--- src/sv/frms_pkg.sv ---
// ----------------------------------------------------------------------------
// frms_pkg: shared constants and types of the frame RMS envelope block
// Field widths, arithmetic constants, register indexes and reduce codes.
// ----------------------------------------------------------------------------
`default_nettype none

package frms_pkg;

  // Defaults of the top-level parameters
  localparam int unsigned DEF_MAX_FRAME_SAMPLES = 4096;
  localparam int unsigned DEF_MAX_GROUP_DIVIDER = 1024;

  // Sample path
  localparam int unsigned RAW_W   = 16;
  localparam int unsigned MAG_W   = 16;
  localparam int unsigned DIG_W   = 4;
  localparam int unsigned MAG_DIG = MAG_W / DIG_W;
  localparam int unsigned DIG_CW  = $clog2(MAG_DIG);
  localparam int unsigned SQR_W   = 2 * MAG_W;
  localparam logic [7:0]  U8_OFFSET = 8'd127;

  // Level search
  localparam int unsigned LVL_W    = 7;
  localparam int unsigned LVL_MAX  = 100;
  localparam int unsigned LBIT_W   = $clog2(LVL_W);
  localparam int unsigned SCALE_W  = 16;
  localparam int unsigned SCALE_DIG = SCALE_W / DIG_W;
  localparam logic [SCALE_W-1:0] PCT_SCALE = 16'd10000;
  localparam int unsigned FS2_W    = 30;
  localparam logic [FS2_W-1:0] FS2_U8  = 30'd16129;
  localparam logic [FS2_W-1:0] FS2_S16 = 30'd1073676289;
  localparam int unsigned TSQ_W    = 2 * LVL_W;
  localparam int unsigned TSQ_DIG  = (TSQ_W + DIG_W - 1) / DIG_W;
  localparam int unsigned TSQ_PW   = TSQ_DIG * DIG_W;
  localparam int unsigned TDC_W    = $clog2(TSQ_DIG);

  // Configuration port
  localparam int unsigned CFG_W     = 11;
  localparam int unsigned CFG_IDX_W = 2;
  localparam int unsigned MODE_W    = 2;
  localparam int unsigned GDIV_W    = 11;
  localparam logic [CFG_IDX_W-1:0] CFG_IDX_FORMAT  = 2'd0;
  localparam logic [CFG_IDX_W-1:0] CFG_IDX_REDUCE  = 2'd1;
  localparam logic [CFG_IDX_W-1:0] CFG_IDX_DIVIDER = 2'd2;

  typedef enum logic [MODE_W-1:0] {
    RM_NONE  = 2'd0,
    RM_FIRST = 2'd1,
    RM_PEAK  = 2'd2,
    RM_AVG   = 2'd3
  } reduce_mode_e;

  localparam logic              FMT_RST  = 1'b1;
  localparam logic [GDIV_W-1:0] GDIV_RST = 11'd2;
  localparam logic [GDIV_W-1:0] GDIV_MIN = 11'd2;

endpackage

`default_nettype wire

--- src/sv/frms_if.sv ---
// ----------------------------------------------------------------------------
// frms_if: valid/ready channels of the frame RMS envelope block
// Sample channel (raw sample, frame end flag) and amplitude channel.
// ----------------------------------------------------------------------------
`default_nettype none

interface frms_sample_if import frms_pkg::*; ();
  logic             valid;
  logic             ready;
  logic [RAW_W-1:0] sample_raw;
  logic             frame_end;

  modport source (output valid, output sample_raw, output frame_end, input ready);
  modport sink   (input valid, input sample_raw, input frame_end, output ready);
endinterface

interface frms_amp_if import frms_pkg::*; ();
  logic             valid;
  logic             ready;
  logic [LVL_W-1:0] amplitude;

  modport source (output valid, output amplitude, input ready);
  modport sink   (input valid, input amplitude, output ready);
endinterface

`default_nettype wire

--- src/sv/frms_level.sv ---
// ----------------------------------------------------------------------------
// frms_level: digit-serial RMS level search
// Builds 10000*sum and n*FS^2 one digit a cycle, then decides the level one
// bit a trial, each trial a digit-serial multiply of t*t by n*FS^2.
// ----------------------------------------------------------------------------
`default_nettype none

module frms_level import frms_pkg::*; #(
  parameter  int unsigned MAX_FRAME_SAMPLES = DEF_MAX_FRAME_SAMPLES,
  localparam int unsigned CNT_W = $clog2(MAX_FRAME_SAMPLES + 1),
  localparam int unsigned SUM_W = SQR_W - 1 + $clog2(MAX_FRAME_SAMPLES)
) (
  input  wire logic             clk_i,
  input  wire logic             rst_ni,
  input  wire logic             start_i,
  input  wire logic             fmt_i,
  input  wire logic [SUM_W-1:0] sum_i,
  input  wire logic [CNT_W-1:0] cnt_i,
  output logic                  done_o,
  output logic [LVL_W-1:0]      level_o
);

  localparam int unsigned CNT_DIG  = (CNT_W + DIG_W - 1) / DIG_W;
  localparam int unsigned PREP_DIG = (CNT_DIG > SCALE_DIG) ? CNT_DIG : SCALE_DIG;
  localparam int unsigned PREP_W   = PREP_DIG * DIG_W;
  localparam int unsigned PDC_W    = $clog2(PREP_DIG);
  localparam int unsigned NUM_W    = SUM_W + SCALE_W;
  localparam int unsigned DEN_W    = CNT_W + FS2_W;
  localparam int unsigned PROD_W   = DEN_W + TSQ_PW;
  localparam int unsigned CMP_W    = (NUM_W > PROD_W) ? NUM_W : PROD_W;

  typedef enum logic [3:0] {
    L_IDLE = 4'b0001,
    L_PREP = 4'b0010,
    L_SQ   = 4'b0100,
    L_MUL  = 4'b1000
  } lvl_state_e;

  lvl_state_e          state_q, state_d;
  logic [SUM_W-1:0]    sum_q, sum_d;
  logic [FS2_W-1:0]    fs2_q, fs2_d;
  logic [PREP_W-1:0]   cnt_sr_q, cnt_sr_d;
  logic [PREP_W-1:0]   scl_sr_q, scl_sr_d;
  logic [NUM_W-1:0]    num_q, num_d;
  logic [DEN_W-1:0]    den_q, den_d;
  logic [TSQ_PW-1:0]   tsq_sr_q, tsq_sr_d;
  logic [PROD_W-1:0]   prod_q, prod_d;
  logic                t_ok_q, t_ok_d;
  logic [LVL_W-1:0]    lvl_q, lvl_d;
  logic [LBIT_W-1:0]   bit_q, bit_d;
  logic [PDC_W-1:0]    pdig_q, pdig_d;
  logic [TDC_W-1:0]    tdig_q, tdig_d;
  logic                done_q, done_d;

  logic [SUM_W+DIG_W-1:0] num_pp;
  logic [FS2_W+DIG_W-1:0] den_pp;
  logic [DEN_W+DIG_W-1:0] prod_pp;
  logic [LVL_W-1:0]       t_w;
  logic [TSQ_W-1:0]       tsq;
  logic [PROD_W-1:0]      prod_acc;

  assign num_pp   = sum_q * scl_sr_q[PREP_W-1 -: DIG_W];
  assign den_pp   = fs2_q * cnt_sr_q[PREP_W-1 -: DIG_W];
  assign prod_pp  = den_q * tsq_sr_q[TSQ_PW-1 -: DIG_W];
  assign t_w      = lvl_q | (LVL_W'(1) << bit_q);
  assign tsq      = t_w * t_w;
  assign prod_acc = (prod_q << DIG_W) + PROD_W'(prod_pp);

  always_comb begin
    state_d  = state_q;
    sum_d    = sum_q;
    fs2_d    = fs2_q;
    cnt_sr_d = cnt_sr_q;
    scl_sr_d = scl_sr_q;
    num_d    = num_q;
    den_d    = den_q;
    tsq_sr_d = tsq_sr_q;
    prod_d   = prod_q;
    t_ok_d   = t_ok_q;
    lvl_d    = lvl_q;
    bit_d    = bit_q;
    pdig_d   = pdig_q;
    tdig_d   = tdig_q;
    done_d   = 1'b0;
    case (state_q)
      L_IDLE: begin
        if (start_i) begin
          sum_d    = sum_i;
          fs2_d    = fmt_i ? FS2_S16 : FS2_U8;
          cnt_sr_d = PREP_W'(cnt_i);
          scl_sr_d = PREP_W'(PCT_SCALE);
          num_d    = '0;
          den_d    = '0;
          pdig_d   = '0;
          state_d  = L_PREP;
        end
      end
      L_PREP: begin
        // MSB digit first: shift the partial result, add the next product
        num_d    = (num_q << DIG_W) + NUM_W'(num_pp);
        den_d    = (den_q << DIG_W) + DEN_W'(den_pp);
        cnt_sr_d = cnt_sr_q << DIG_W;
        scl_sr_d = scl_sr_q << DIG_W;
        pdig_d   = pdig_q + 1'b1;
        if (pdig_q == PDC_W'(PREP_DIG - 1)) begin
          lvl_d   = '0;
          bit_d   = LBIT_W'(LVL_W - 1);
          state_d = L_SQ;
        end
      end
      L_SQ: begin
        tsq_sr_d = TSQ_PW'(tsq);
        t_ok_d   = (t_w <= LVL_W'(LVL_MAX));
        prod_d   = '0;
        tdig_d   = '0;
        state_d  = L_MUL;
      end
      L_MUL: begin
        prod_d   = prod_acc;
        tsq_sr_d = tsq_sr_q << DIG_W;
        tdig_d   = tdig_q + 1'b1;
        if (tdig_q == TDC_W'(TSQ_DIG - 1)) begin
          // keep the trial bit when t is within LVL_MAX and t*t*n*FS^2 still fits under 10000*sum
          if (t_ok_q && (CMP_W'(prod_acc) <= CMP_W'(num_q))) begin
            lvl_d = t_w;
          end
          if (bit_q == '0) begin
            done_d  = 1'b1;
            state_d = L_IDLE;
          end else begin
            bit_d   = bit_q - 1'b1;
            state_d = L_SQ;
          end
        end
      end
      default: begin
        state_d = L_IDLE;
      end
    endcase
  end

  always_ff @(posedge clk_i or negedge rst_ni) begin
    if (!rst_ni) begin
      state_q <= L_IDLE;
      done_q  <= 1'b0;
    end else begin
      state_q <= state_d;
      done_q  <= done_d;
    end
  end

  always_ff @(posedge clk_i) begin
    sum_q    <= sum_d;
    fs2_q    <= fs2_d;
    cnt_sr_q <= cnt_sr_d;
    scl_sr_q <= scl_sr_d;
    num_q    <= num_d;
    den_q    <= den_d;
    tsq_sr_q <= tsq_sr_d;
    prod_q   <= prod_d;
    t_ok_q   <= t_ok_d;
    lvl_q    <= lvl_d;
    bit_q    <= bit_d;
    pdig_q   <= pdig_d;
    tdig_q   <= tdig_d;
  end

  assign done_o  = done_q;
  assign level_o = lvl_q;

endmodule

`default_nettype wire

--- src/sv/frms_div.sv ---
// ----------------------------------------------------------------------------
// frms_div: bit-serial group average divider
// Restoring division of the group total by the group size, one quotient
// bit a cycle; the quotient never exceeds the level range.
// ----------------------------------------------------------------------------
`default_nettype none

module frms_div import frms_pkg::*; #(
  parameter  int unsigned MAX_GROUP_DIVIDER = DEF_MAX_GROUP_DIVIDER,
  localparam int unsigned SZ_W  = $clog2(MAX_GROUP_DIVIDER + 1),
  localparam int unsigned TOT_W = $clog2(LVL_MAX * MAX_GROUP_DIVIDER + 1)
) (
  input  wire logic             clk_i,
  input  wire logic             rst_ni,
  input  wire logic             start_i,
  input  wire logic [TOT_W-1:0] total_i,
  input  wire logic [SZ_W-1:0]  size_i,
  output logic                  done_o,
  output logic [LVL_W-1:0]      quot_o
);

  localparam int unsigned DSH_W = SZ_W + LVL_W - 1;
  localparam int unsigned CMP_W = (TOT_W > DSH_W) ? TOT_W : DSH_W;

  logic              busy_q, busy_d;
  logic              done_q, done_d;
  logic [TOT_W-1:0]  rem_q, rem_d;
  logic [DSH_W-1:0]  dsh_q, dsh_d;
  logic [LVL_W-1:0]  quot_q, quot_d;
  logic [LBIT_W-1:0] bit_q, bit_d;
  logic              ge;

  assign ge = (CMP_W'(rem_q) >= CMP_W'(dsh_q));

  always_comb begin
    busy_d = busy_q;
    done_d = 1'b0;
    rem_d  = rem_q;
    dsh_d  = dsh_q;
    quot_d = quot_q;
    bit_d  = bit_q;
    if (start_i) begin
      rem_d  = total_i;
      dsh_d  = DSH_W'(size_i) << (LVL_W - 1);
      quot_d = '0;
      bit_d  = LBIT_W'(LVL_W - 1);
      busy_d = 1'b1;
    end else if (busy_q) begin
      if (ge) begin
        rem_d = rem_q - TOT_W'(dsh_q);
      end
      quot_d = {quot_q[LVL_W-2:0], ge};
      dsh_d  = dsh_q >> 1;
      if (bit_q == '0) begin
        busy_d = 1'b0;
        done_d = 1'b1;
      end else begin
        bit_d = bit_q - 1'b1;
      end
    end
  end

  always_ff @(posedge clk_i or negedge rst_ni) begin
    if (!rst_ni) begin
      busy_q <= 1'b0;
      done_q <= 1'b0;
    end else begin
      busy_q <= busy_d;
      done_q <= done_d;
    end
  end

  always_ff @(posedge clk_i) begin
    rem_q  <= rem_d;
    dsh_q  <= dsh_d;
    quot_q <= quot_d;
    bit_q  <= bit_d;
  end

  assign done_o = done_q;
  assign quot_o = quot_q;

endmodule

`default_nettype wire

--- src/sv/frame_rms_envelope_decimator_core.sv ---
// ----------------------------------------------------------------------------
// frame_rms_envelope_decimator_core: frame RMS amplitude envelope, decimated
// Ordinary sample word: accepted in idle, then 4 digit steps of the 16x4 squarer.
// Frame-end word, after its squarer steps: a step to start the level search, 4 prep
// digits, 7 trial bits (each a square step and 4 multiply digits), a step to hand
// the level over, the divider in average mode and a step to load the output register.
// The amplitude register frees the input side while a word waits at the output.
// Reset (async, active low) clears sums, phase, group and output; config to defaults.
// ----------------------------------------------------------------------------
`default_nettype none

module frame_rms_envelope_decimator_core import frms_pkg::*; #(
  parameter int unsigned MAX_FRAME_SAMPLES = DEF_MAX_FRAME_SAMPLES,
  parameter int unsigned MAX_GROUP_DIVIDER = DEF_MAX_GROUP_DIVIDER
) (
  input  wire logic                 clk_i,
  input  wire logic                 rst_ni,
  input  wire logic                 cfg_we_i,
  input  wire logic [CFG_IDX_W-1:0] cfg_index_i,
  input  wire logic [CFG_W-1:0]     cfg_data_i,
  frms_sample_if.sink               smp_i,
  frms_amp_if.source                amp_o
);

  localparam int unsigned CNT_W = $clog2(MAX_FRAME_SAMPLES + 1);
  localparam int unsigned SUM_W = SQR_W - 1 + $clog2(MAX_FRAME_SAMPLES);
  localparam int unsigned PH_W  = $clog2(MAX_GROUP_DIVIDER);
  localparam int unsigned SZ_W  = $clog2(MAX_GROUP_DIVIDER + 1);
  localparam int unsigned TOT_W = $clog2(LVL_MAX * MAX_GROUP_DIVIDER + 1);

  typedef enum logic [5:0] {
    S_IDLE   = 6'b000001,
    S_SQR    = 6'b000010,
    S_LSTART = 6'b000100,
    S_LWAIT  = 6'b001000,
    S_DWAIT  = 6'b010000,
    S_EMIT   = 6'b100000
  } core_state_e;

  // Configuration registers
  logic              fmt_q;
  reduce_mode_e      mode_q;
  logic [GDIV_W-1:0] gdiv_q;

  // Sample path and frame accumulators
  core_state_e       state_q, state_d;
  logic [MAG_W-1:0]  mag_q, mag_d;
  logic [MAG_W-1:0]  mag_sr_q, mag_sr_d;
  logic [SQR_W-1:0]  sq_q, sq_d;
  logic [DIG_CW-1:0] dig_q, dig_d;
  logic              last_q, last_d;
  logic              acc_q, acc_d;
  logic [SUM_W-1:0]  sum_q, sum_d;
  logic [CNT_W-1:0]  cnt_q, cnt_d;

  // Group state
  logic [PH_W-1:0]   phase_q, phase_d;
  logic [LVL_W-1:0]  first_q, first_d;
  logic [LVL_W-1:0]  peak_q, peak_d;
  logic [TOT_W-1:0]  total_q, total_d;
  logic [SZ_W-1:0]   size_q, size_d;
  logic [LVL_W-1:0]  res_q, res_d;

  // Output register
  logic              out_valid_q, out_valid_d;
  logic [LVL_W-1:0]  out_amp_q, out_amp_d;

  // Unit handshakes
  logic              lvl_start;
  logic              lvl_done;
  logic [LVL_W-1:0]  lvl_level;
  logic              div_start;
  logic              div_done;
  logic [LVL_W-1:0]  div_quot;

  logic              in_acc;
  logic [7:0]        raw_lo;
  logic [MAG_W-1:0]  mag_in;
  logic [MAG_W+DIG_W-1:0] sq_pp;
  logic [SQR_W-1:0]  sq_next;
  logic [GDIV_W-1:0] div_eff;
  logic [GDIV_W-1:0] phase_inc;
  logic [PH_W-1:0]   phase_next;
  logic [LVL_W-1:0]  first_n;
  logic [LVL_W-1:0]  peak_n;
  logic [TOT_W-1:0]  total_n;
  logic [SZ_W-1:0]   size_n;
  logic              out_load;

  assign smp_i.ready = (state_q == S_IDLE);
  assign in_acc      = smp_i.valid && smp_i.ready;

  // Magnitude of the incoming sample: s16 two's complement or u8 around 127
  assign raw_lo = smp_i.sample_raw[7:0];
  always_comb begin
    if (fmt_q) begin
      if (smp_i.sample_raw[RAW_W-1]) begin
        mag_in = MAG_W'(~smp_i.sample_raw + 1'b1);
      end else begin
        mag_in = MAG_W'(smp_i.sample_raw);
      end
    end else if (raw_lo >= U8_OFFSET) begin
      mag_in = MAG_W'(raw_lo - U8_OFFSET);
    end else begin
      mag_in = MAG_W'(U8_OFFSET - raw_lo);
    end
  end

  // Square one 4-bit digit of the magnitude per cycle, MSB digit first
  assign sq_pp   = mag_q * mag_sr_q[MAG_W-1 -: DIG_W];
  assign sq_next = (sq_q << DIG_W) + SQR_W'(sq_pp);

  // Group divider held to its legal range
  always_comb begin
    if (gdiv_q < GDIV_MIN) begin
      div_eff = GDIV_MIN;
    end else if (gdiv_q > GDIV_W'(MAX_GROUP_DIVIDER)) begin
      div_eff = GDIV_W'(MAX_GROUP_DIVIDER);
    end else begin
      div_eff = gdiv_q;
    end
  end

  assign phase_inc  = GDIV_W'(phase_q) + 1'b1;
  assign phase_next = (phase_inc >= div_eff) ? '0 : PH_W'(phase_inc);

  // Group values with the new frame level folded in
  assign first_n = (size_q == '0) ? lvl_level : first_q;
  assign peak_n  = (lvl_level > peak_q) ? lvl_level : peak_q;
  assign total_n = total_q + TOT_W'(lvl_level);
  assign size_n  = size_q + 1'b1;

  assign out_load = (state_q == S_EMIT) && (!out_valid_q || amp_o.ready);

  always_comb begin
    state_d   = state_q;
    mag_d     = mag_q;
    mag_sr_d  = mag_sr_q;
    sq_d      = sq_q;
    dig_d     = dig_q;
    last_d    = last_q;
    acc_d     = acc_q;
    sum_d     = sum_q;
    cnt_d     = cnt_q;
    phase_d   = phase_q;
    first_d   = first_q;
    peak_d    = peak_q;
    total_d   = total_q;
    size_d    = size_q;
    res_d     = res_q;
    lvl_start = 1'b0;
    div_start = 1'b0;
    case (state_q)
      S_IDLE: begin
        if (in_acc) begin
          mag_d    = mag_in;
          mag_sr_d = mag_in;
          sq_d     = '0;
          dig_d    = '0;
          last_d   = smp_i.frame_end;
          // drop samples past the frame limit, but still honor the frame end
          acc_d    = (cnt_q < CNT_W'(MAX_FRAME_SAMPLES));
          state_d  = S_SQR;
        end
      end
      S_SQR: begin
        sq_d     = sq_next;
        mag_sr_d = mag_sr_q << DIG_W;
        dig_d    = dig_q + 1'b1;
        if (dig_q == DIG_CW'(MAG_DIG - 1)) begin
          if (acc_q) begin
            sum_d = sum_q + SUM_W'(sq_next);
            cnt_d = cnt_q + 1'b1;
          end
          state_d = last_q ? S_LSTART : S_IDLE;
        end
      end
      S_LSTART: begin
        // level unit latches sum and count now; open the next frame
        lvl_start = 1'b1;
        sum_d     = '0;
        cnt_d     = '0;
        state_d   = S_LWAIT;
      end
      S_LWAIT: begin
        if (lvl_done) begin
          phase_d = phase_next;
          if (mode_q == RM_NONE) begin
            first_d = '0;
            peak_d  = '0;
            total_d = '0;
            size_d  = '0;
            res_d   = lvl_level;
            state_d = S_EMIT;
          end else if (phase_q == '0) begin
            // this frame closes the group
            first_d = '0;
            peak_d  = '0;
            total_d = '0;
            size_d  = '0;
            state_d = S_EMIT;
            case (mode_q)
              RM_FIRST: res_d = first_n;
              RM_PEAK:  res_d = peak_n;
              RM_AVG: begin
                div_start = 1'b1;
                state_d   = S_DWAIT;
              end
              default:  res_d = lvl_level;
            endcase
          end else begin
            first_d = first_n;
            peak_d  = peak_n;
            total_d = total_n;
            size_d  = size_n;
            state_d = S_IDLE;
          end
        end
      end
      S_DWAIT: begin
        if (div_done) begin
          res_d   = div_quot;
          state_d = S_EMIT;
        end
      end
      S_EMIT: begin
        if (out_load) begin
          state_d = S_IDLE;
        end
      end
      default: begin
        state_d = S_IDLE;
      end
    endcase
  end

  // Output register: load on emit, drop once the word is taken
  always_comb begin
    out_amp_d = out_amp_q;
    if (out_load) begin
      out_valid_d = 1'b1;
      out_amp_d   = res_q;
    end else if (amp_o.ready) begin
      out_valid_d = 1'b0;
    end else begin
      out_valid_d = out_valid_q;
    end
  end

  assign amp_o.valid     = out_valid_q;
  assign amp_o.amplitude = out_amp_q;

  always_ff @(posedge clk_i or negedge rst_ni) begin
    if (!rst_ni) begin
      fmt_q  <= FMT_RST;
      mode_q <= RM_NONE;
      gdiv_q <= GDIV_RST;
    end else if (cfg_we_i) begin
      case (cfg_index_i)
        CFG_IDX_FORMAT:  fmt_q  <= cfg_data_i[0];
        CFG_IDX_REDUCE:  mode_q <= reduce_mode_e'(cfg_data_i[MODE_W-1:0]);
        CFG_IDX_DIVIDER: gdiv_q <= cfg_data_i[GDIV_W-1:0];
        default: begin
        end
      endcase
    end
  end

  always_ff @(posedge clk_i or negedge rst_ni) begin
    if (!rst_ni) begin
      state_q     <= S_IDLE;
      sum_q       <= '0;
      cnt_q       <= '0;
      phase_q     <= '0;
      first_q     <= '0;
      peak_q      <= '0;
      total_q     <= '0;
      size_q      <= '0;
      out_valid_q <= 1'b0;
    end else begin
      state_q     <= state_d;
      sum_q       <= sum_d;
      cnt_q       <= cnt_d;
      phase_q     <= phase_d;
      first_q     <= first_d;
      peak_q      <= peak_d;
      total_q     <= total_d;
      size_q      <= size_d;
      out_valid_q <= out_valid_d;
    end
  end

  always_ff @(posedge clk_i) begin
    mag_q     <= mag_d;
    mag_sr_q  <= mag_sr_d;
    sq_q      <= sq_d;
    dig_q     <= dig_d;
    last_q    <= last_d;
    acc_q     <= acc_d;
    res_q     <= res_d;
    out_amp_q <= out_amp_d;
  end

  frms_level #(
    .MAX_FRAME_SAMPLES (MAX_FRAME_SAMPLES)
  ) u_level (
    .clk_i   (clk_i),
    .rst_ni  (rst_ni),
    .start_i (lvl_start),
    .fmt_i   (fmt_q),
    .sum_i   (sum_q),
    .cnt_i   (cnt_q),
    .done_o  (lvl_done),
    .level_o (lvl_level)
  );

  frms_div #(
    .MAX_GROUP_DIVIDER (MAX_GROUP_DIVIDER)
  ) u_div (
    .clk_i   (clk_i),
    .rst_ni  (rst_ni),
    .start_i (div_start),
    .total_i (total_n),
    .size_i  (size_n),
    .done_o  (div_done),
    .quot_o  (div_quot)
  );

`ifndef SYNTH
  a_amp_range: assert property (@(posedge clk_i) disable iff (!rst_ni)
    out_valid_q |-> (out_amp_q <= LVL_W'(LVL_MAX)))
    else $error("amplitude word above full scale");

  a_cnt_limit: assert property (@(posedge clk_i) disable iff (!rst_ni)
    cnt_q <= CNT_W'(MAX_FRAME_SAMPLES))
    else $error("frame sample count past its limit");

  a_lvl_done: assert property (@(posedge clk_i) disable iff (!rst_ni)
    lvl_done |-> (state_q == S_LWAIT))
    else $error("level result arrived outside the level wait");

  a_div_done: assert property (@(posedge clk_i) disable iff (!rst_ni)
    div_done |-> (state_q == S_DWAIT))
    else $error("average result arrived outside the divider wait");
`endif

endmodule

`default_nettype wire
--- src/flat_wrapper.sv ---
// flat-port wrapper written by rule: the top's interface ports become plain ports
module frame_rms_envelope_decimator_core_flat import frms_pkg::*;
#(
  parameter int unsigned MAX_FRAME_SAMPLES = DEF_MAX_FRAME_SAMPLES,
  parameter int unsigned MAX_GROUP_DIVIDER = DEF_MAX_GROUP_DIVIDER
)
  (clk_i, rst_ni, cfg_we_i, cfg_index_i, cfg_data_i, smp_i_valid, smp_i_sample_raw, smp_i_frame_end, smp_i_ready, amp_o_valid, amp_o_amplitude, amp_o_ready);
  frms_sample_if smp_i_i ();
  frms_amp_if amp_o_i ();
  input  wire logic clk_i;
  input  wire logic rst_ni;
  input  wire logic cfg_we_i;
  input  wire logic [CFG_IDX_W-1:0] cfg_index_i;
  input  wire logic [CFG_W-1:0] cfg_data_i;
  input wire logic [$bits(smp_i_i.valid)-1:0] smp_i_valid;
  input wire logic [$bits(smp_i_i.sample_raw)-1:0] smp_i_sample_raw;
  input wire logic [$bits(smp_i_i.frame_end)-1:0] smp_i_frame_end;
  output wire logic [$bits(smp_i_i.ready)-1:0] smp_i_ready;
  output wire logic [$bits(amp_o_i.valid)-1:0] amp_o_valid;
  output wire logic [$bits(amp_o_i.amplitude)-1:0] amp_o_amplitude;
  input wire logic [$bits(amp_o_i.ready)-1:0] amp_o_ready;
  assign smp_i_i.valid = smp_i_valid;
  assign smp_i_i.sample_raw = smp_i_sample_raw;
  assign smp_i_i.frame_end = smp_i_frame_end;
  assign smp_i_ready = smp_i_i.ready;
  assign amp_o_valid = amp_o_i.valid;
  assign amp_o_amplitude = amp_o_i.amplitude;
  assign amp_o_i.ready = amp_o_ready;
  frame_rms_envelope_decimator_core #(.MAX_FRAME_SAMPLES(MAX_FRAME_SAMPLES), .MAX_GROUP_DIVIDER(MAX_GROUP_DIVIDER)) u_core (.clk_i(clk_i), .rst_ni(rst_ni), .cfg_we_i(cfg_we_i), .cfg_index_i(cfg_index_i), .cfg_data_i(cfg_data_i), .smp_i(smp_i_i), .amp_o(amp_o_i));
endmodule
--- config.mk ---
export PLATFORM = sky130hd
export DESIGN_NAME = frame_rms_envelope_decimator_core_flat
export DESIGN_NICKNAME = d
export VERILOG_FILES = /design/src/sv/frms_pkg.sv /design/src/sv/frms_if.sv /design/src/sv/frms_level.sv /design/src/sv/frms_div.sv /design/src/sv/frame_rms_envelope_decimator_core.sv /design/src/flat_wrapper.sv
export SDC_FILE = /design/constraint.sdc
export NUM_CORES = 2
export LEC_CHECK = 0
export ABC_AREA = 1
export BUFFER_PORTS_ARGS = -buffer_cell sky130_fd_sc_hd__buf_2
export CAP_MARGIN = 30
export CORE_MARGIN = 4
export CORE_UTILIZATION = 60
export CTS_CLUSTER_DIAMETER = 200
export DETAILED_ROUTE_END_ITERATION = 6
export PLACE_DENSITY = 0.8
export SLEW_MARGIN = 20
export SYNTH_ARGS = -nofsm -noshare
export SYNTH_HDL_FRONTEND = slang
export SYNTH_SLANG_ARGS = --single-unit
--- constraint.sdc ---
create_clock -name clk_i -period 5.8 [get_ports clk_i]
set_input_delay 0.29 -clock clk_i [delete_from_list [all_inputs] [get_ports clk_i]]
set_output_delay 0.29 -clock clk_i [all_outputs]
set_load 0.01 [all_outputs]
Word-level counts from Yosys, hierarchy flattened
Cells that the tools add are included.
{ "totals": {"reg_bits": 551, "in_bits": 35, "word_cells": 238} }
{ "classes": {"addsub": 18, "multipliers": 5, "n_lt_le_gt_ge": 9, "eq_ne": 31, "shifts": 1, "mux": 93, "bitwise_logic": 3, "reduce_logical": 36} }
{ "ops": {"columns": ["op", "count"], "rows": [
  ["43-bit one-hot mux with 2 select lines", 2],
  ["43-bit 2-to-1 mux", 3],
  ["16-bit one-hot mux with 2 select lines", 4],
  ["17-bit 2-to-1 mux", 7],
  ["59-bit by 47-bit adder with 59-bit output", 2],
  ["59-bit one-hot mux with 2 select lines", 1],
  ["55-bit one-hot mux with 2 select lines", 1],
  ["16-bit 2-to-1 mux", 6],
  ["43-bit by 4-bit multiplier with 47-bit output", 2],
  ["7-bit 2-to-1 mux", 13],
  ["59-bit <= comparator", 1],
  ["59-bit 2-to-1 mux", 1],
  ["28-bit one-hot mux with 2 select lines", 1],
  ["6-bit 2-to-1 mux", 8],
  ["11-bit 2-to-1 mux", 4],
  ["43-bit by 32-bit adder with 43-bit output", 1],
  ["43-bit by 34-bit adder with 43-bit output", 1],
  ["6-bit one-hot mux with 6 select lines", 1],
  ["30-bit by 4-bit multiplier with 34-bit output", 1],
  ["32-bit by 20-bit adder with 32-bit output", 1],
  ["30-bit 2-to-1 mux", 1],
  ["28-bit 2-to-1 mux", 1],
  ["7-bit one-hot mux with 2 select lines", 2],
  ["13-bit 2-to-1 mux", 2],
  ["62 further kinds", 129]
]} }

Logic depth before layout (Yosys ltp)
{ "depth": {"depth_word": 8, "depth_mapped": 37, "mapped_depth_nobuf": 35} }

Modules after synthesis
Synthesis repeated with hierarchy kept, for this count alone.
{ "hier_totals": {"hier_cells": 6992, "area_unflattened_um2": 50400.8} }
{ "by_module_without_submodules": {"columns": ["mod", "instances", "cells_per_inst", "area_per_inst_um2", "seq_area_each_um2"], "rows": [
  ["frms_level", 1, 4267, 30952.2, 7693.6],
  ["frame_rms_envelope_decimator_core", 1, 2314, 16498.3, 5574.1],
  ["frms_div", 1, 411, 2950.3, 1211.2]
]} }

Worst setup path before layout
OpenSTA, ideal clock, no wires.
{ "synth_path": {"path_type": "register to register", "startpoint": "reg u_core.state_q[1]", "endpoint": "reg u_core.u_level.cnt_sr_q[0], enable pin", "setup_ps": 488, "arrival_ps": 5570, "required_time_ps": 5312, "slack_ps": -259, "stages_incl_launch_ff": 6, "path_buffers": 0, "synth_period_minus_slack_ps": 6059, "path_cell_list": "dfrtp_1 nor2_4 nand4_4 nor2_1 inv_1 nand2_1"} }
{ "synth_via": {"elab_chain_cells": 4} }
{ "synth_rtl": {"columns": ["item", "line_no", "text"], "rows": [
  ["from (decl)", "frame_rms_envelope_decimator_core.sv:46", "core_state_e state_q, state_d;"],
  ["from (signal assigned)", "frame_rms_envelope_decimator_core.sv:281", "state_q <= state_d;"],
  ["6-bit by 3-bit equality test with 1-bit output", "frame_rms_envelope_decimator_core.sv:153", "case (state_q)"],
  ["1-bit 2-to-1 mux", "frame_rms_envelope_decimator_core.sv:153", null],
  ["2-bit by 1-bit inequality test with 1-bit output (no source line)", null, null],
  ["2-bit AND reduction (no source line)", null, null],
  ["to (signal assigned)", "frms_level.sv:155", "cnt_sr_q <= cnt_sr_d;"],
  ["to (decl)", "frms_level.sv:42", "logic [PREP_W-1:0] cnt_sr_q, cnt_sr_d;"]
]} }
No other way between the ends.
A chain may end at the register's enable or synchronous reset.

Final worst setup path
{ "layout_path": {"startpoint": "reg u_core.u_level.tsq_sr_q[15]", "endpoint": "reg u_core.u_level.lvl_q[4] (netlist: u_core.u_level.level_o[4]), enable pin"} }
{ "layout_via": {"elab_chain_cells": 6} }
{ "layout_rtl": {"columns": ["item", "line_no", "text"], "rows": [
  ["from (decl)", "frms_level.sv:46", "logic [TSQ_PW-1:0] tsq_sr_q, tsq_sr_d;"],
  ["from (signal assigned)", "frms_level.sv:159", "tsq_sr_q <= tsq_sr_d;"],
  ["43-bit by 4-bit multiplier with 47-bit output", "frms_level.sv:64", "assign prod_pp = den_q * tsq_sr_q[TSQ_PW-1 -: DIG_W];"],
  ["59-bit by 47-bit adder with 59-bit output", "frms_level.sv:67", "assign prod_acc = (prod_q << DIG_W) + PROD_W'(prod_pp);"],
  ["named net u_core.u_level.prod_acc[27]", "frms_level.sv:60", "logic [PROD_W-1:0] prod_acc;"],
  ["59-bit <= comparator", "frms_level.sv:124", "if (t_ok_q && (CMP_W'(prod_acc) <= CMP_W'(num_q))) begin"],
  ["1-bit logical AND", "frms_level.sv:124", null],
  ["2-bit inequality test (no source line)", null, null],
  ["4-bit AND reduction (no source line)", null, null],
  ["to (signal assigned)", "frms_level.sv:162", "lvl_q <= lvl_d;"],
  ["to (decl)", "frms_level.sv:49", "logic [LVL_W-1:0] lvl_q, lvl_d;"]
]} }
The timed path passes the listed nets, and every way through them passes these cells.

==> results.json <==
{
  "drt_first_pass_iters": 7,
  "coreArea_sq_mm": 0.08029,
  "criticalPathCategory": "register to register",
  "seq_area_frac_synth_pct": 29.84,
  "synth_area_leaders": "edfxtp_1 22%, nand2_1 12%, fa_1 12%",
  "path_max_fanout": 38,
  "r2r_slack_ns": -0.1,
  "min_to": "u_core.mode_q[0]$_DFFE_PN0P_",
  "rows": 104,
  "grt_max_degree": 104,
  "post-route-worst-setup-slack_ns": -0.09875,
  "numCtsBuffers": 60,
  "syn_to_final_growth_pct": 12.81,
  "r2r_end": "u_core.u_level.level_o[4]$_SDFFCE_PN0P_",
  "drive_gt1_share_pct": 8.479,
  "ir_worst_vdd_uv": 1272,
  "hpwlAfterDp_um": 110600,
  "power.density_mw_per_mm2": 460.2,
  "place_ws_ns": -0.1749,
  "slowest_delay_ns": 0.57,
  "tritoncts": "done",
  "finalSetupViolCount": 7,
  "crit_family": "adder cells",
  "cp_data_required_time_ns": 6.18,
  "syn-num-nets": 7285,
  "fmax_ghz": 0.1695,
  "drtIter0Drc": 4077,
  "cts.clk_slew.worst_paths_ns": 0.06,
  "overflow": 0,
  "clock_path_buffers": 3,
  "clock_skew_ns": 0.04505,
  "wl_um": 140800,
  "die_y_um": 292.4,
  "period_needed_ns": 5.899,
  "ys_seq_elements": 510,
  "clock_latency_ns": 0.67,
  "grt_pass1_wl_um": 227000,
  "vias": 44118,
  "grt_usage_pct": 32.84,
  "final_cells": 7971,
  "viasPerCell": 5.535,
  "final.period_utilization_pct": 101.7,
  "maxCapViolCount": 0,
  "fp.dieArea_sq_mm": 0.08548,
  "yosys_warnings": 0,
  "ios": 44,
  "ys_types": 57,
  "nets": 7588,
  "final_cell_mix": "1,589 x nand2_1, 1,438 x inv_1, 615 x nor2_1, 407 x a21oi_1, 382 x ha_1",
  "ys.flop_type": "edfxtp_1",
  "reg2reg_from": "u_core.u_level.tsq_sr_q[15]$_SDFFCE_PN0N_",
  "cts_num_sinks": 510,
  "ctsHtreeMaxLevel": 2,
  "tightest_slew_ns": 0.9687,
  "startpoint_type": "register",
  "start_util_pct": 60.44,
  "fin_area_sq_mm": 0.05474,
  "crit_top_cell": "nand2_1",
  "crit_arrival_ns": 6.28,
  "port_buffers": 43,
  "antenna_found_initial": 1,
  "fp.dieW_um": 292.4,
  "crit_buf_inv": 8,
  "outcome": "finished with violations",
  "hold_viol": 0,
  "grt_setup_unrepaired": "true",
  "gp_congestion": 1.014,
  "final_common_cell": "nand2_1",
  "synth_edf_count": 358,
  "reg2regPathDepth": 28,
  "grt_pass1_vias": 43816,
  "async_flop_share_pct": 26.67,
  "synth_area_sq_mm": 0.04852,
  "max_slew_margin_pct": 35.42,
  "hold_class": "input port to register",
  "synth_top_area_share_pct": 22.16,
  "cellLeakagePower_uw": 0.02871,
  "post_drt_wl_per_cell_um": 17.67,
  "root_buffer": "clkbuf_16",
  "synth_cells": 6556,
  "dp.cells": 7826,
  "hold_path_depth": 4,
  "yosysTopAreaCell": "edfxtp_1",
  "cp-end-kind": "register",
  "drv_slew": 0,
  "antenna_left": 0,
  "violations": "DRC, setup timing",
  "crit_slowest_cell": "fa_1",
  "dpl_cell_area_sq_mm": 0.05179,
  "avgSynthCellArea_sq_um": 7.401,
  "drc": 5,
  "hp-start": "cfg_index_i[1]",
  "setup_tns_ns": -0.6845,
  "antenna_cells": 0
}
==> worst min-delay path: stages <==
cell	delay, ns
buf_2	0.10
inv_1	0.06
nand3_1	0.13
o21ai_0	0.10
==> cell families (layout without fill, tap and decap cells) <==
logic type	count (synthesis)	in the layout	synth area share, %
AO/OA/AOI/OAI	930	930	10.31
XOR/XNOR	108	108	1.949
adder cells (fa/ha/maj)	694	694	22.48
buffers and inverters	1551	1906	12.06
flip-flops	510	510	29.84
multiplexers	8	8	0.1857
AND/OR/NAND/NOR	2755	2755	23.17
==> final cells by class <==
type | instances | area [sq um]
fillers | 6709 | 25550
multi-input cells | 4495 | 28810
clock buffers | 76 | 1622
flip-flops and latches | 510 | 14480
clock inverters | 38 | 436.7
well taps | 1060 | 1326
repair buffers | 345 | 2631
inverters | 1447 | 5431
==> per-layer routing <==
metal / GRT usage [%] / part of all wire, %
met5: 0 / 0.0092
met1: 44.38 / 42
met4: 12.88 / 4.5
met3: 4.731 / 7.4
met2: 53.86 / 46
==> power breakdown <==
part / internal (uW) / switching (uW) / total [uW] / leakage, uW
clock: 2300 / 1700 / 4000 / 0.000993
sequential: 4450 / 442 / 4890 / 0.00556
combinational: 6200 / 10100 / 16300 / 0.0222
==> worst max path at each step <==
stage	startpoint	endpoint	slack (ns)	depth (start not counted)
floorplan	u_core.u_level.tsq_sr_q[14]$_SDFFCE_PN0N_	u_core.u_level.level_o[0]$_SDFFCE_PN0P_	0.31	32
global placement	u_core.u_level.tsq_sr_q[15]$_SDFFCE_PN0N_	u_core.u_level.level_o[5]$_SDFFCE_PN0P_	-0.28	32
detailed placement	u_core.u_level.tsq_sr_q[15]$_SDFFCE_PN0N_	u_core.u_level.level_o[4]$_SDFFCE_PN0P_	-0.17	32
CTS	u_core.u_level.tsq_sr_q[15]$_SDFFCE_PN0N_	u_core.u_level.level_o[1]$_SDFFCE_PN0P_	-0.008	27
global route	u_core.u_level.tsq_sr_q[14]$_SDFFCE_PN0N_	u_core.u_level.level_o[1]$_SDFFCE_PN0P_	-0.42	32
finish	u_core.u_level.tsq_sr_q[15]$_SDFFCE_PN0N_	u_core.u_level.level_o[4]$_SDFFCE_PN0P_	-0.1	28
==> state kept, by name (all words and copies together), names as in the netlist, 10 cells and up <==
register                 flops
u_core.u_div.dsh_q          17
u_core.u_level.prod_q       55
u_core.u_level.cnt_sr_q     16
u_core.u_div.rem_q          17
u_core.u_level.sum_q        43
u_core.sum_q                43
u_core.mag_sr_q             16
u_core.u_level.num_q        59
u_core.phase_q              10
u_core.total_q              17
u_core.u_level.tsq_sr_q     15
u_core.mag_q                16
u_core.size_q               11
u_core.gdiv_q               11
u_core.sq_q                 28
u_core.u_level.den_q        43
u_core.cnt_q                13
==> synthesized netlist by cell type, types with 69 or more instances <==
| cell type | n |
|---|---|
| nand2_1 | 1606 |
| inv_1 | 1439 |
| nor2_1 | 650 |
| a21oi_1 | 425 |
| ha_1 | 398 |
| edfxtp_1 | 358 |
| o21ai_0 | 339 |
| fa_1 | 296 |
| nand3_1 | 271 |
| dfrtp_1 | 132 |
| xor2_1 | 85 |
| clkbuf_1 | 83 |
| nor3_1 | 75 |
| nand4_1 | 69 |
==> per-stage QoR <==
step	hold WS, ns	power, uW	utilization, %
after global placement	0.2987	19620	64.47
after CTS	0.02249	23980	67.56
after floorplan	-0.005591	14290	-
after global routing	0.06803	27260	68.18
after detailed placement	0.3041	19870	64.51
final	0.07080	25190	68.18
==> repair_timing <==
item / CTS / global route
pin swaps: 1 / 6
hold buffers: 21 / 0
cloned: 0 / 0
setup buffers: 5 / 4
endpoints found under the hold margin: 75 / 0
setup endpoints to repair: 9 / 36
resized for setup: 45 / 114
(Power assumes the default switching activity.)
